==> src/assert_macros.svh <==
// Assertion macros shared by the checker RTL.
`ifndef ASSERT_MACROS_SVH
`define ASSERT_MACROS_SVH

// Checked at every rising clock edge outside reset.
`define ASSERT_CLK(label, prop, msg) \
   label: assert property (@(posedge clock) disable iff (reset) prop) else $error(msg);

// Checked at every rising clock edge, reset included.
`define ASSERT_ALWAYS(label, prop, msg) \
   label: assert property (@(posedge clock) prop) else $error(msg);

`endif

==> src/ip4rx_pkg.sv <==
// Types and constants of the IPv4 receive header checker.
package ip4rx_pkg;

   localparam int LEN_BITS      = 16;
   localparam int QUEUE_DEPTH   = 2;
   localparam int CSR_ADDR_BITS = 3;

   localparam int IDX_LEN_HI    = 2;
   localparam int IDX_LEN_LO    = 3;
   localparam int IDX_PROTO     = 9;
   localparam int IDX_CSUM_LO   = 11;
   localparam int IDX_SRC_FIRST = 12;
   localparam int IDX_SRC_LAST  = 15;
   localparam int IDX_DST_FIRST = 16;
   localparam int IDX_DST_LAST  = 19;

   localparam logic [3:0] VERDICT_TCP      = 4'd0;
   localparam logic [3:0] VERDICT_UDP      = 4'd1;
   localparam logic [3:0] VERDICT_OTHER    = 4'd2;
   localparam logic [3:0] VERDICT_SHORT    = 4'd3;
   localparam logic [3:0] VERDICT_VERSION  = 4'd4;
   localparam logic [3:0] VERDICT_IHL      = 4'd5;
   localparam logic [3:0] VERDICT_LENGTH   = 4'd6;
   localparam logic [3:0] VERDICT_CHECKSUM = 4'd7;
   localparam logic [3:0] VERDICT_NOT_OURS = 4'd8;

   localparam logic [7:0]          TCP_PROTOCOL = 8'd6;
   localparam logic [7:0]          UDP_PROTOCOL = 8'd17;
   localparam logic [3:0]          IP_VERSION   = 4'd4;
   localparam logic [3:0]          MIN_IHL      = 4'd5;
   localparam logic [LEN_BITS-1:0] MIN_FRAME    = 16'd20;
   localparam logic [31:0]         BROADCAST    = 32'hFFFF_FFFF;

   localparam logic REG_LOCAL_ADDR = 1'b0;

   typedef struct packed {
      logic [7:0] data_byte;
      logic       last_byte;
   } req_data_type;

   typedef struct packed {
      logic [3:0]  verdict;
      logic [31:0] source_address;
      logic [7:0]  protocol_id;
      logic [5:0]  header_bytes;
      logic [15:0] payload_bytes;
   } rsp_data_type;

   typedef struct packed {
      logic [LEN_BITS-1:0] frame_len;
      logic [7:0]          first_byte;
      logic [15:0]         declared_len;
      logic [7:0]          protocol;
      logic [31:0]         sender;
      logic [31:0]         target;
      logic [15:0]         sum;
      logic [15:0]         rx_checksum;
   } summary_type;

endpackage

==> src/ip4rx_front.sv <==
// Front end: takes frame bytes, captures header fields and sums the header.
`include "assert_macros.svh"

module ip4rx_front #(
   parameter int COUNT_BITS = 16
) (
   input  logic                   clock,
   input  logic                   reset,
   input  logic                   req_push,
   input  ip4rx_pkg::req_data_type req_data,
   input  logic                   queue_full,
   output logic                   queue_push,
   output ip4rx_pkg::summary_type queue_data
);
   import ip4rx_pkg::*;

   logic [COUNT_BITS-1:0] count_ff, count_in;
   logic [7:0]            first_ff, first_in;
   logic [15:0]           len_ff, len_in;
   logic [7:0]            proto_ff, proto_in;
   logic [31:0]           sender_ff, sender_in;
   logic [31:0]           target_ff, target_in;
   logic [15:0]           sum_ff, sum_in;
   logic [15:0]           rx_ff, rx_in;
   logic [7:0]            pend_ff, pend_in;

   logic                  accept;
   logic [7:0]            b;
   logic [5:0]            hl;
   logic [15:0]           word;
   logic [16:0]           sum_wide;
   logic [15:0]           sum_fold;

   always_comb begin
      accept    = req_push && !queue_full;
      b         = req_data.data_byte;
      first_in  = (count_ff == '0) ? b : first_ff;
      hl        = {first_in[3:0], 2'b00};
      len_in    = len_ff;
      proto_in  = proto_ff;
      sender_in = sender_ff;
      target_in = target_ff;
      sum_in    = sum_ff;
      rx_in     = rx_ff;
      pend_in   = pend_ff;
      word      = {pend_ff, b};
      sum_wide  = {1'b0, sum_ff} + {1'b0, word};
      sum_fold  = sum_wide[15:0] + {15'd0, sum_wide[16]};

      if (count_ff == COUNT_BITS'(IDX_LEN_HI)) begin
         len_in = {b, 8'h00};
      end else if (count_ff == COUNT_BITS'(IDX_LEN_LO)) begin
         len_in = {len_ff[15:8], b};
      end else if (count_ff == COUNT_BITS'(IDX_PROTO)) begin
         proto_in = b;
      end else if (count_ff >= COUNT_BITS'(IDX_SRC_FIRST) &&
                   count_ff <= COUNT_BITS'(IDX_SRC_LAST)) begin
         sender_in = {sender_ff[23:0], b};
      end else if (count_ff >= COUNT_BITS'(IDX_DST_FIRST) &&
                   count_ff <= COUNT_BITS'(IDX_DST_LAST)) begin
         target_in = {target_ff[23:0], b};
      end

      if (count_ff < COUNT_BITS'(hl)) begin
         if (!count_ff[0]) begin
            pend_in = b;
         end else if (count_ff == COUNT_BITS'(IDX_CSUM_LO)) begin
            rx_in = word;
         end else begin
            sum_in = sum_fold;
         end
      end

      count_in = (count_ff == '1) ? count_ff : count_ff + 1'b1;

      queue_push              = accept && req_data.last_byte;
      queue_data.frame_len    = LEN_BITS'(count_in);
      queue_data.first_byte   = first_in;
      queue_data.declared_len = len_in;
      queue_data.protocol     = proto_in;
      queue_data.sender       = sender_in;
      queue_data.target       = target_in;
      queue_data.sum          = sum_in;
      queue_data.rx_checksum  = rx_in;
   end

   always_ff @(posedge clock) begin
      if (reset || (accept && req_data.last_byte)) begin
         count_ff  <= '0;
         first_ff  <= '0;
         len_ff    <= '0;
         proto_ff  <= '0;
         sender_ff <= '0;
         target_ff <= '0;
         sum_ff    <= '0;
         rx_ff     <= '0;
         pend_ff   <= '0;
      end else if (accept) begin
         count_ff  <= count_in;
         first_ff  <= first_in;
         len_ff    <= len_in;
         proto_ff  <= proto_in;
         sender_ff <= sender_in;
         target_ff <= target_in;
         sum_ff    <= sum_in;
         rx_ff     <= rx_in;
         pend_ff   <= pend_in;
      end
   end

   `ASSERT_CLK(a_count_cleared, queue_push |=> (count_ff == '0), "byte count not cleared after last word")
   `ASSERT_CLK(a_push_has_room, queue_push |-> !queue_full, "frame summary pushed into a full queue")

endmodule

==> src/ip4rx_queue.sv <==
// Short queue of frame summaries between the front and back ends.
`include "assert_macros.svh"

module ip4rx_queue (
   input  logic                   clock,
   input  logic                   reset,
   input  logic                   push,
   input  ip4rx_pkg::summary_type push_data,
   output logic                   full,
   input  logic                   pop,
   output ip4rx_pkg::summary_type pop_data,
   output logic                   empty
);
   import ip4rx_pkg::*;

   localparam int PTR_BITS = (QUEUE_DEPTH > 1) ? $clog2(QUEUE_DEPTH) : 1;
   localparam int CNT_BITS = $clog2(QUEUE_DEPTH + 1);

   summary_type         entry_ff [QUEUE_DEPTH];
   logic [PTR_BITS-1:0] wr_ptr_ff, wr_ptr_in;
   logic [PTR_BITS-1:0] rd_ptr_ff, rd_ptr_in;
   logic [CNT_BITS-1:0] count_ff, count_in;
   logic                do_push, do_pop;

   always_comb begin
      full      = (count_ff == CNT_BITS'(QUEUE_DEPTH));
      empty     = (count_ff == '0);
      do_push   = push && !full;
      do_pop    = pop && !empty;
      pop_data  = entry_ff[rd_ptr_ff];
      wr_ptr_in = (wr_ptr_ff == PTR_BITS'(QUEUE_DEPTH - 1)) ? '0 : wr_ptr_ff + 1'b1;
      rd_ptr_in = (rd_ptr_ff == PTR_BITS'(QUEUE_DEPTH - 1)) ? '0 : rd_ptr_ff + 1'b1;
      count_in  = count_ff;
      if (do_push && !do_pop) begin
         count_in = count_ff + 1'b1;
      end else if (do_pop && !do_push) begin
         count_in = count_ff - 1'b1;
      end
   end

   always_ff @(posedge clock) begin
      if (reset) begin
         wr_ptr_ff <= '0;
         rd_ptr_ff <= '0;
         count_ff  <= '0;
      end else begin
         if (do_push) begin
            wr_ptr_ff <= wr_ptr_in;
         end
         if (do_pop) begin
            rd_ptr_ff <= rd_ptr_in;
         end
         count_ff <= count_in;
      end
   end

   always_ff @(posedge clock) begin
      if (do_push) begin
         entry_ff[wr_ptr_ff] <= push_data;
      end
   end

   `ASSERT_CLK(a_push_not_lost, (push && !pop && !full) |=> !empty, "queue empty after a push")

endmodule

==> src/ip4rx_back.sv <==
// Back end: turns a frame summary into a verdict and holds it for the receiver.
`include "assert_macros.svh"

module ip4rx_back (
   input  logic                   clock,
   input  logic                   reset,
   input  logic [31:0]            local_addr,
   input  logic                   queue_empty,
   input  ip4rx_pkg::summary_type queue_data,
   output logic                   queue_pop,
   output logic                   rsp_empty,
   input  logic                   rsp_pop,
   output ip4rx_pkg::rsp_data_type rsp_data
);
   import ip4rx_pkg::*;

   logic         valid_ff;
   rsp_data_type data_ff, data_in;
   logic [5:0]   hl;
   logic [15:0]  hl16;
   logic [15:0]  frame_len;

   always_comb begin
      queue_pop = !queue_empty && (!valid_ff || rsp_pop);
      hl        = {queue_data.first_byte[3:0], 2'b00};
      hl16      = {10'd0, hl};
      frame_len = 16'(queue_data.frame_len);

      data_in.source_address = queue_data.sender;
      data_in.protocol_id    = queue_data.protocol;
      data_in.header_bytes   = hl;
      data_in.payload_bytes  = '0;

      if (frame_len < MIN_FRAME) begin
         data_in.verdict = VERDICT_SHORT;
      end else if (queue_data.first_byte[7:4] != IP_VERSION) begin
         data_in.verdict = VERDICT_VERSION;
      end else if (queue_data.first_byte[3:0] < MIN_IHL) begin
         data_in.verdict = VERDICT_IHL;
      end else if (queue_data.declared_len < hl16 || queue_data.declared_len > frame_len) begin
         data_in.verdict = VERDICT_LENGTH;
      end else if (~queue_data.sum != queue_data.rx_checksum) begin
         data_in.verdict = VERDICT_CHECKSUM;
      end else if (queue_data.target != local_addr && queue_data.target != BROADCAST &&
                   local_addr != '0) begin
         data_in.verdict = VERDICT_NOT_OURS;
      end else begin
         data_in.payload_bytes = queue_data.declared_len - hl16;
         if (queue_data.protocol == TCP_PROTOCOL) begin
            data_in.verdict = VERDICT_TCP;
         end else if (queue_data.protocol == UDP_PROTOCOL) begin
            data_in.verdict = VERDICT_UDP;
         end else begin
            data_in.verdict = VERDICT_OTHER;
         end
      end

      rsp_empty = !valid_ff;
      rsp_data  = data_ff;
   end

   always_ff @(posedge clock) begin
      if (reset) begin
         valid_ff <= 1'b0;
      end else if (queue_pop) begin
         valid_ff <= 1'b1;
      end else if (rsp_pop) begin
         valid_ff <= 1'b0;
      end
   end

   always_ff @(posedge clock) begin
      if (queue_pop) begin
         data_ff <= data_in;
      end
   end

   `ASSERT_CLK(a_verdict_range, valid_ff |-> (data_ff.verdict <= VERDICT_NOT_OURS), "verdict code out of range")
   `ASSERT_CLK(a_payload_on_reject, (valid_ff && data_ff.verdict > VERDICT_OTHER) |-> (data_ff.payload_bytes == '0), "payload length given on a rejected frame")

endmodule

==> src/ipv4_receive_header_checker_core.sv <==
// Top level of the IPv4 receive header checker.
//
// Frame bytes enter on the req_ channel, header first, one word per byte with
// last_byte set on the final byte of each frame. A word is taken at a clock
// edge where req_push is high and req_full is low; one byte per cycle is
// sustained while req_full stays low. The final byte of a frame yields one
// verdict word on the rsp_ channel, shown while rsp_empty is low and taken
// when rsp_pop is high. The front end writes each summary into a two-entry
// queue; the back end makes it a verdict in the output register once that
// register is empty or being read. The back end clears one summary per cycle
// while verdicts are taken, so a verdict can be taken every cycle. When the
// receiver stalls, the output register holds its word, the queue fills, and
// req_full then rises and stops all input until a verdict is taken. Reset
// clears the byte count, header state, queue, output valid flag and local
// address. The user must write the local address through the csr_ port only
// while no frame is in progress (not enforced). Zero accepts any destination.
module ipv4_receive_header_checker_core #(
   parameter int COUNT_BITS = 16
) (
   input  logic                                  clock,
   input  logic                                  reset,
   input  logic                                  req_push,
   input  ip4rx_pkg::req_data_type               req_data,
   output logic                                  req_full,
   output logic                                  rsp_empty,
   input  logic                                  rsp_pop,
   output ip4rx_pkg::rsp_data_type               rsp_data,
   input  logic                                  csr_psel,
   input  logic                                  csr_penable,
   input  logic                                  csr_pwrite,
   input  logic [ip4rx_pkg::CSR_ADDR_BITS-1:0]   csr_paddr,
   input  logic [31:0]                           csr_pwdata,
   output logic [31:0]                           csr_prdata,
   output logic                                  csr_pready
);
   import ip4rx_pkg::*;

   logic [31:0] local_addr_ff;
   logic        reg_hit;
   logic        queue_push, queue_full, queue_pop, queue_empty;
   summary_type push_data, pop_data;

   always_comb begin
      reg_hit    = (csr_paddr[CSR_ADDR_BITS-1:2] == REG_LOCAL_ADDR);
      csr_pready = 1'b1;
      csr_prdata = reg_hit ? local_addr_ff : 32'd0;
      req_full   = queue_full;
   end

   always_ff @(posedge clock) begin
      if (reset) begin
         local_addr_ff <= '0;
      end else if (csr_psel && csr_penable && csr_pwrite && csr_pready && reg_hit) begin
         local_addr_ff <= csr_pwdata;
      end
   end

   ip4rx_front #(
      .COUNT_BITS(COUNT_BITS)
   ) u_front (
      .clock      (clock),
      .reset      (reset),
      .req_push   (req_push),
      .req_data   (req_data),
      .queue_full (queue_full),
      .queue_push (queue_push),
      .queue_data (push_data)
   );

   ip4rx_queue u_queue (
      .clock     (clock),
      .reset     (reset),
      .push      (queue_push),
      .push_data (push_data),
      .full      (queue_full),
      .pop       (queue_pop),
      .pop_data  (pop_data),
      .empty     (queue_empty)
   );

   ip4rx_back u_back (
      .clock       (clock),
      .reset       (reset),
      .local_addr  (local_addr_ff),
      .queue_empty (queue_empty),
      .queue_data  (pop_data),
      .queue_pop   (queue_pop),
      .rsp_empty   (rsp_empty),
      .rsp_pop     (rsp_pop),
      .rsp_data    (rsp_data)
   );

endmodule

==> config.mk <==
export PLATFORM = sky130hd
export DESIGN_NAME = ipv4_receive_header_checker_core
export DESIGN_NICKNAME = d
export VERILOG_FILES = /design/src/ip4rx_pkg.sv /design/src/ip4rx_front.sv /design/src/ip4rx_queue.sv /design/src/ip4rx_back.sv /design/src/ipv4_receive_header_checker_core.sv
export VERILOG_INCLUDE_DIRS = /design/src /design/src/src
export SDC_FILE = /design/constraint.sdc
export NUM_CORES = 1
export LEC_CHECK = 0
export CAP_MARGIN = 20
export CORE_MARGIN = 3
export CORE_UTILIZATION = 42
export CTS_BUF_LIST = sky130_fd_sc_hd__clkbuf_16
export DETAILED_ROUTE_END_ITERATION = 6
export DONT_BUFFER_PORTS = 1
export GPL_ROUTABILITY_DRIVEN = 1
export GPL_TIMING_DRIVEN = 0
export PLACE_DENSITY = 0.6
export SLEW_MARGIN = 20
export SYNTH_ARGS = -nofsm -noshare
export SYNTH_HDL_FRONTEND = slang
export SYNTH_SLANG_ARGS = --single-unit
==> constraint.sdc <==
create_clock -name clock -period 10.7 [get_ports clock]
set_input_delay 2.14 -clock clock [delete_from_list [all_inputs] [get_ports clock]]
set_output_delay 2.14 -clock clock [all_outputs]
set_load 0.05 [all_outputs]
## Yosys cells after proc, flatten, opt, wreduce, memory -nomap -nowiden

Memories as Yosys holds them, arrays and structs flattened. A register that Yosys moved wholly into a read port is not among the register bits.
Cells that the tools add are included.

| cells by class | value |
|---|---|
| add/subtract/negate cells | 8 |
| $lt $le $gt $ge | 9 |
| equal/unequal tests | 12 |
| muxes and demuxes | 40 |
| bitwise gates (word level) | 3 |
| reduce and logical (&&, ||, !) cells | 30 |

Operators by type and width:

| kind | count |
|---|---|
| 2-to-1 mux 32 bit | 10 |
| 2-to-1 mux 16 bit | 8 |
| 2-to-1 mux 8 bit | 5 |
| == test 16 x 2 -> 1 bit (second input constant) | 2 |
| == test 16 x 4 -> 1 bit (second input constant) | 2 |
| less-than comparator 16 x 6 -> 1 bit | 2 |
| inequality test 32 bit | 1 |
| inequality test 32 bit (second input constant) | 1 |
| nonzero test 32 bit | 1 |
| adder 16 x 16 -> 17 bit | 1 |
| adder 16 x 1 -> 16 bit | 1 |
| adder 16 x 1 -> 16 bit (second input constant) | 1 |
| == test 16 bit (second input constant) | 1 |
| greater-or-equal comparator 16 x 4 -> 1 bit (second input constant) | 1 |
| greater-or-equal comparator 16 x 5 -> 1 bit (second input constant) | 1 |
| greater-than comparator 16 bit | 1 |
| <= comparator 16 x 4 -> 1 bit (second input constant) | 1 |
| <= comparator 16 x 5 -> 1 bit (second input constant) | 1 |
| zero test 16 bit | 1 |
| less-than comparator 16 x 5 -> 1 bit (second input constant) | 1 |
| inequality test 16 bit | 1 |
| inverter 16 bit | 1 |
| subtractor 16 x 6 -> 16 bit | 1 |
| logical AND 1 bit | 14 |
| other kinds (20) | 42 |

| storage, ports and cells | value |
|---|---|
| bits in registers | 253 |
| bits in writable memories | 288 |
| input port bits | 51 |
| output and inout bits | 101 |
| word-level logic and storage cells | 123 |
| memories | 1 |

Memories:

| name | words | bits a word | rd ports | clocked after memory_dff | write ports | line | source |
|---|---|---|---|---|---|---|---|
| u_queue.entry_ff | 2 | 144 | 1 | 1 | 1 | ip4rx_queue.sv:19 | `summary_type entry_ff [QUEUE_DEPTH];` |

## Longest topological paths before layout

| logic depth | value |
|---|---|
| depth after elaboration | 9 |
| mapped depth | 20 |
| mapped depth without buffers | 18 |

## Cells and area by module

From an unflattened synthesis, not the netlist that was laid out.

| second synthesis, totals | value |
|---|---|
| cell total of the unflattened synthesis | 1985 |
| area total of the unflattened synthesis | 24756.2 um^2 |

Modules (own cells, without submodules):

| module | instances | cells each | area each (um^2) | seq. area each (um^2) |
|---|---|---|---|---|
| ip4rx_queue | 1 | 473 | 10842.9 | 8748.4 |
| ip4rx_front | 1 | 1029 | 8449.4 | 3042.9 |
| ip4rx_back | 1 | 306 | 3767.4 | 1941.9 |
| ipv4_receive_header_checker_core | 1 | 177 | 1696.6 | 640.6 |

## Worst setup path before layout

Ideal clock, no wire load.

| timing | value |
|---|---|
| path type | input to register |
| from | input port req_push |
| to | memory u_queue.entry_ff[0][0] (netlist bit) (enable) |
| library setup time | 0.649 ns |
| arrival time | 8.355 ns |
| required time | 10.051 ns |
| path slack | 1.696 ns |
| cell stages on the path | 3 |
| buffers on the path | 0 |
| cell sequence | and2_1 -> nand2_1 -> nor2_1 |

| between the ends | value |
|---|---|
| word-level cells in the longest chain between the ends | 5 |

Ends and longest elaborated chain:

| element | line | source |
|---|---|---|
| start, declared | ipv4_receive_header_checker_core.sv:22 | `input logic req_push,` |
| logical AND 1 bit | ip4rx_front.sv:35 | `accept = req_push && !queue_full;` |
| logical AND 1 bit | ip4rx_front.sv:76 | `queue_push = accept && req_data.last_byte;` |
| logical AND 1 bit | ip4rx_queue.sv:28 | `do_push = push && !full;` |
| 2-to-1 mux 1 bit | ip4rx_queue.sv:58 | `if (do_push) begin` |
| 2-to-1 mux 1 bit (implied by the code) | ip4rx_queue.sv:59 | `entry_ff[wr_ptr_ff] <= push_data;` |
| end, declared | ip4rx_queue.sv:19 |  |

Every way passes these cells.

==> run_results.csv <==
group,metric,value,unit
setup_path,crit_fanout,10,
sta,setup_violations,0,
cells_and_area,finalNetCount,2228,
sta,worst_pin_slew,1170,ps
cells_and_area,utilization,48.0,%
cells_and_area,antenna_cells,0,
logic_synthesis,syn_area_per_cell,11.7,um2
global_route,grt-ovfl-total,0,
power_and_ir_drop,vdd_ir_drop_max,0.133,mV
logic_synthesis,synth.distinct_cells,72,
cells_and_area,fillers,4992,
global_route,grt_max_degree,61,
drt,avgRoutedWirePerCell,20.8,um
drt,routed_wl,61100,um
sta,hold_viol,0,
logic_synthesis,yosysWarnings,0,
logic_synthesis,synthCells,2057,
setup_path,worstSetupEndpointType,"flip-flop",
setup_path,start_kind,"flip-flop",
setup_path,crit_arrival,6380,ps
drt,vias_per_cell,5.39,
clocking,htreeDepth,2,
sta,post-route-period-util,56.2,%
clocking,cts-root-buf,"clkbuf_16",
floorplan,die_w,245,um
sta,fmax,0.166,GHz
placed_design,pre_cts_ws,4490,ps
logic_synthesis,ys.flop_type,"edfxtp_1",
power_and_ir_drop,power_leakage,9.47,nW
power_and_ir_drop,p_total,0.00599,W
logic_synthesis,synth_edf_count,352,
placed_design,port_buffers,0,
floorplan,num_io_pins,152,
floorplan,die_h,245,um
drt,drt_pass1_iterations,5,
drt,ant_nets,0,
sta,maxSlewHeadroom,22.2,%
clocking,cts_tree,"built",
clocking,clkTransAtPathRegs,60,ps
sta,rsz0062_at_grt,"false",
cells_and_area,most-common-layout-cells,"edfxtp_1 (352), nand2_1 (318), dfxtp_1 (190), a21oi_1 (166), mux2_2 (148)",
cells_and_area,layout_commonest_cell,"edfxtp_1",
logic_synthesis,async_flop_share,0,%
global_route,grt.total_usage,19.9,%
clocking,cts-resized-gates,0,
global_route,antenna_found_initial,1,
flow_run,cap_violations,0,
sta,setup_slack,4690,ps
drt,route.detailed.drc,0,
drt,vias,15800,
clocking,cts_sinks,542,
global_route,grt_pass1_vias,15800,
setup_path,required,11070,ps
floorplan,rows,87,
floorplan,die-area,0.0602,mm2
clocking,clock_latency,640,ps
floorplan,initial_core_util,42.6,%
cells_and_area,seqCellArea,0.0144,mm2
outcome,status,"finished, final reports clean",
clocking,post_cts_buffers,0,
power_and_ir_drop,powerDensity,221,mW/mm2
cells_and_area,multi_input_area,0.00907,mm2
setup_path,critPathKind,"reg -> reg",
sta,report.final.slew_viol_count,0,
placed_design,placed_cell_area,0.0253,mm2
clocking,cts_buffer_depth,3,
global_route,grt_pass1_wl,92100,um
min_path,holdCritPathClass,"reg -> reg",
logic_synthesis,ys_seq_elements,542,
cells_and_area,area_delta_synth_final,12.7,%
placed_design,dp_hpwl,44100,um
cells_and_area,design_area,0.0271,mm2
floorplan,core_area,0.0565,mm2
clocking,cts_made_buffers,57,
drt,drtIter0Drc,1225,
logic_synthesis,ys_seq_area_share,59.7,%
cells_and_area,drive_gt1_share,14.3,%
clocking,cts_hold_buf,0,
logic_synthesis,synth_area,0.0241,mm2
sta,fin_skew,55.8,ps
placed_design,routabilityCongestion,0.875,
sta,min_period,6010,ps
-- worst max-delay path: stages (launching register included) --
cell and delay [ps]:
dfxtp_1 580, buf_4 280, buf_2 330, buf_2 380, buf_2 420, buf_2 340, buf_2 400, mux2i_1 440
ha_1 280, fa_1 200, nor2b_1 60, o21ai_0 150, nand2b_1 100, or2_2 300, clkbuf_1 170, nor4_1 330
a31oi_1 170, and3b_1 270, nand3_2 210, buf_2 260, nor2_1 80
-- sequential cells by signal, indices dropped and copies added (netlist names), 2 cells and up, named ones only --
register           cells
u_back.rsp_data       64
u_front.sum_ff        16
u_front.first_ff       8
u_front.rx_ff         16
local_addr_ff         32
u_front.len_ff        16
u_front.pend_ff        8
u_front.target_ff     32
u_front.count_ff      16
u_queue.entry_ff     288
u_front.proto_ff       8
u_queue.count_ff       2
u_front.sender_ff     32
-- final cells by class --
class,count,share of cell area [%]
multi-input combinational,1373,33.4
tap,756,3.49
clock inverter,48,1.12
inverter,29,0.411
buffer,114,1.95
timing repair buffer,12,1.06
sequential,542,53.0
clock buffer,60,5.54
-- Yosys cell counts (4+ instances only) --
master | number | share of area [%]
a211oi_1 | 5 | 0.16
a211oi_2 | 13 | 0.68
a21o_1 | 11 | 0.34
a21oi_1 | 166 | 3.5
a221oi_1 | 4 | 0.15
a31oi_1 | 6 | 0.16
and3_1 | 16 | 0.42
buf_1 | 8 | 0.12
buf_2 | 25 | 0.52
buf_4 | 6 | 0.19
buf_6 | 6 | 0.28
clkbuf_1 | 67 | 1.0
dfxtp_1 | 190 | 16
edfxtp_1 | 352 | 44
ha_1 | 46 | 2.4
inv_1 | 29 | 0.45
mux2_1 | 7 | 0.33
mux2_2 | 148 | 6.9
mux2i_1 | 69 | 2.9
nand2_1 | 318 | 5.0
nand2b_1 | 10 | 0.26
nand3_1 | 33 | 0.69
nand4_1 | 29 | 0.75
nor2_1 | 129 | 2.0
nor2b_1 | 52 | 1.4
nor3_1 | 38 | 0.79
nor4_1 | 28 | 0.73
o21ai_0 | 49 | 1.0
or2_2 | 4 | 0.10
or3_1 | 9 | 0.23
xnor2_1 | 79 | 2.9
xor2_1 | 41 | 1.5
-- where the power goes --
part	leakage [nW]	switching [W]	internal, W
registers	4.89	0.000466	0.00253
clock network	0.948	0.000830	0.00104
logic	3.63	0.000722	0.000396
total	9.47	0.00202	0.00397
-- per-stage QoR --
| step | hold WS [ps] | instances | TNS [ps] |
|---|---|---|---|
| final | 450 | 2934 | 0 |
| after global routing | 468 | 2934 | 0 |
| after CTS | 452 | 2933 | 0 |
| after detailed placement | 442 | 2825 | 0 |
| after global placement | 434 | 2814 | -299740 |
| after floorplan | 428 | 2058 | 0 |
-- final timing paths --
kind | startpoint | endpoint | slack, ps | cells past startpoint
min reg2reg | u_front.rx_ff[7] | u_front.rx_ff[7] | 450 | 2
min | u_front.rx_ff[7] | u_front.rx_ff[7] | 450 | 2
max | flip-flop | u_back.rsp_data[13] | 4690 | 20
max reg2reg | flip-flop | u_back.rsp_data[13] | 4690 | 20
-- logic make-up (layout without fill, tap and decap cells) --
| group | after synthesis | after routing | share of synthesized area [%] |
|---|---|---|---|
| buffers and inverters | 143 | 263 | 2.65 |
| other | 2 | 3 | 0.0312 |
| adder cells (fa/ha/maj) | 48 | 48 | 2.56 |
| XOR/XNOR | 120 | 120 | 4.37 |
| AND/OR/NAND/NOR | 697 | 697 | 13.5 |
| multiplexers | 225 | 225 | 10.2 |
| AO/OA/AOI/OAI | 280 | 280 | 6.97 |
| flip-flops | 542 | 542 | 59.7 |
-- per-layer routing --
layer | vias up | GRT usage (%) | routed length, um
li1 | 7512 | - | -
met1 | 7705 | 25.5 | 26100
met2 | 453 | 33.9 | 29400
met3 | 130 | 3.76 | 3530
met4 | 2 | 7.02 | 2120
met5 | - | 0 | 13
Power figures use the tool's default switching activity.
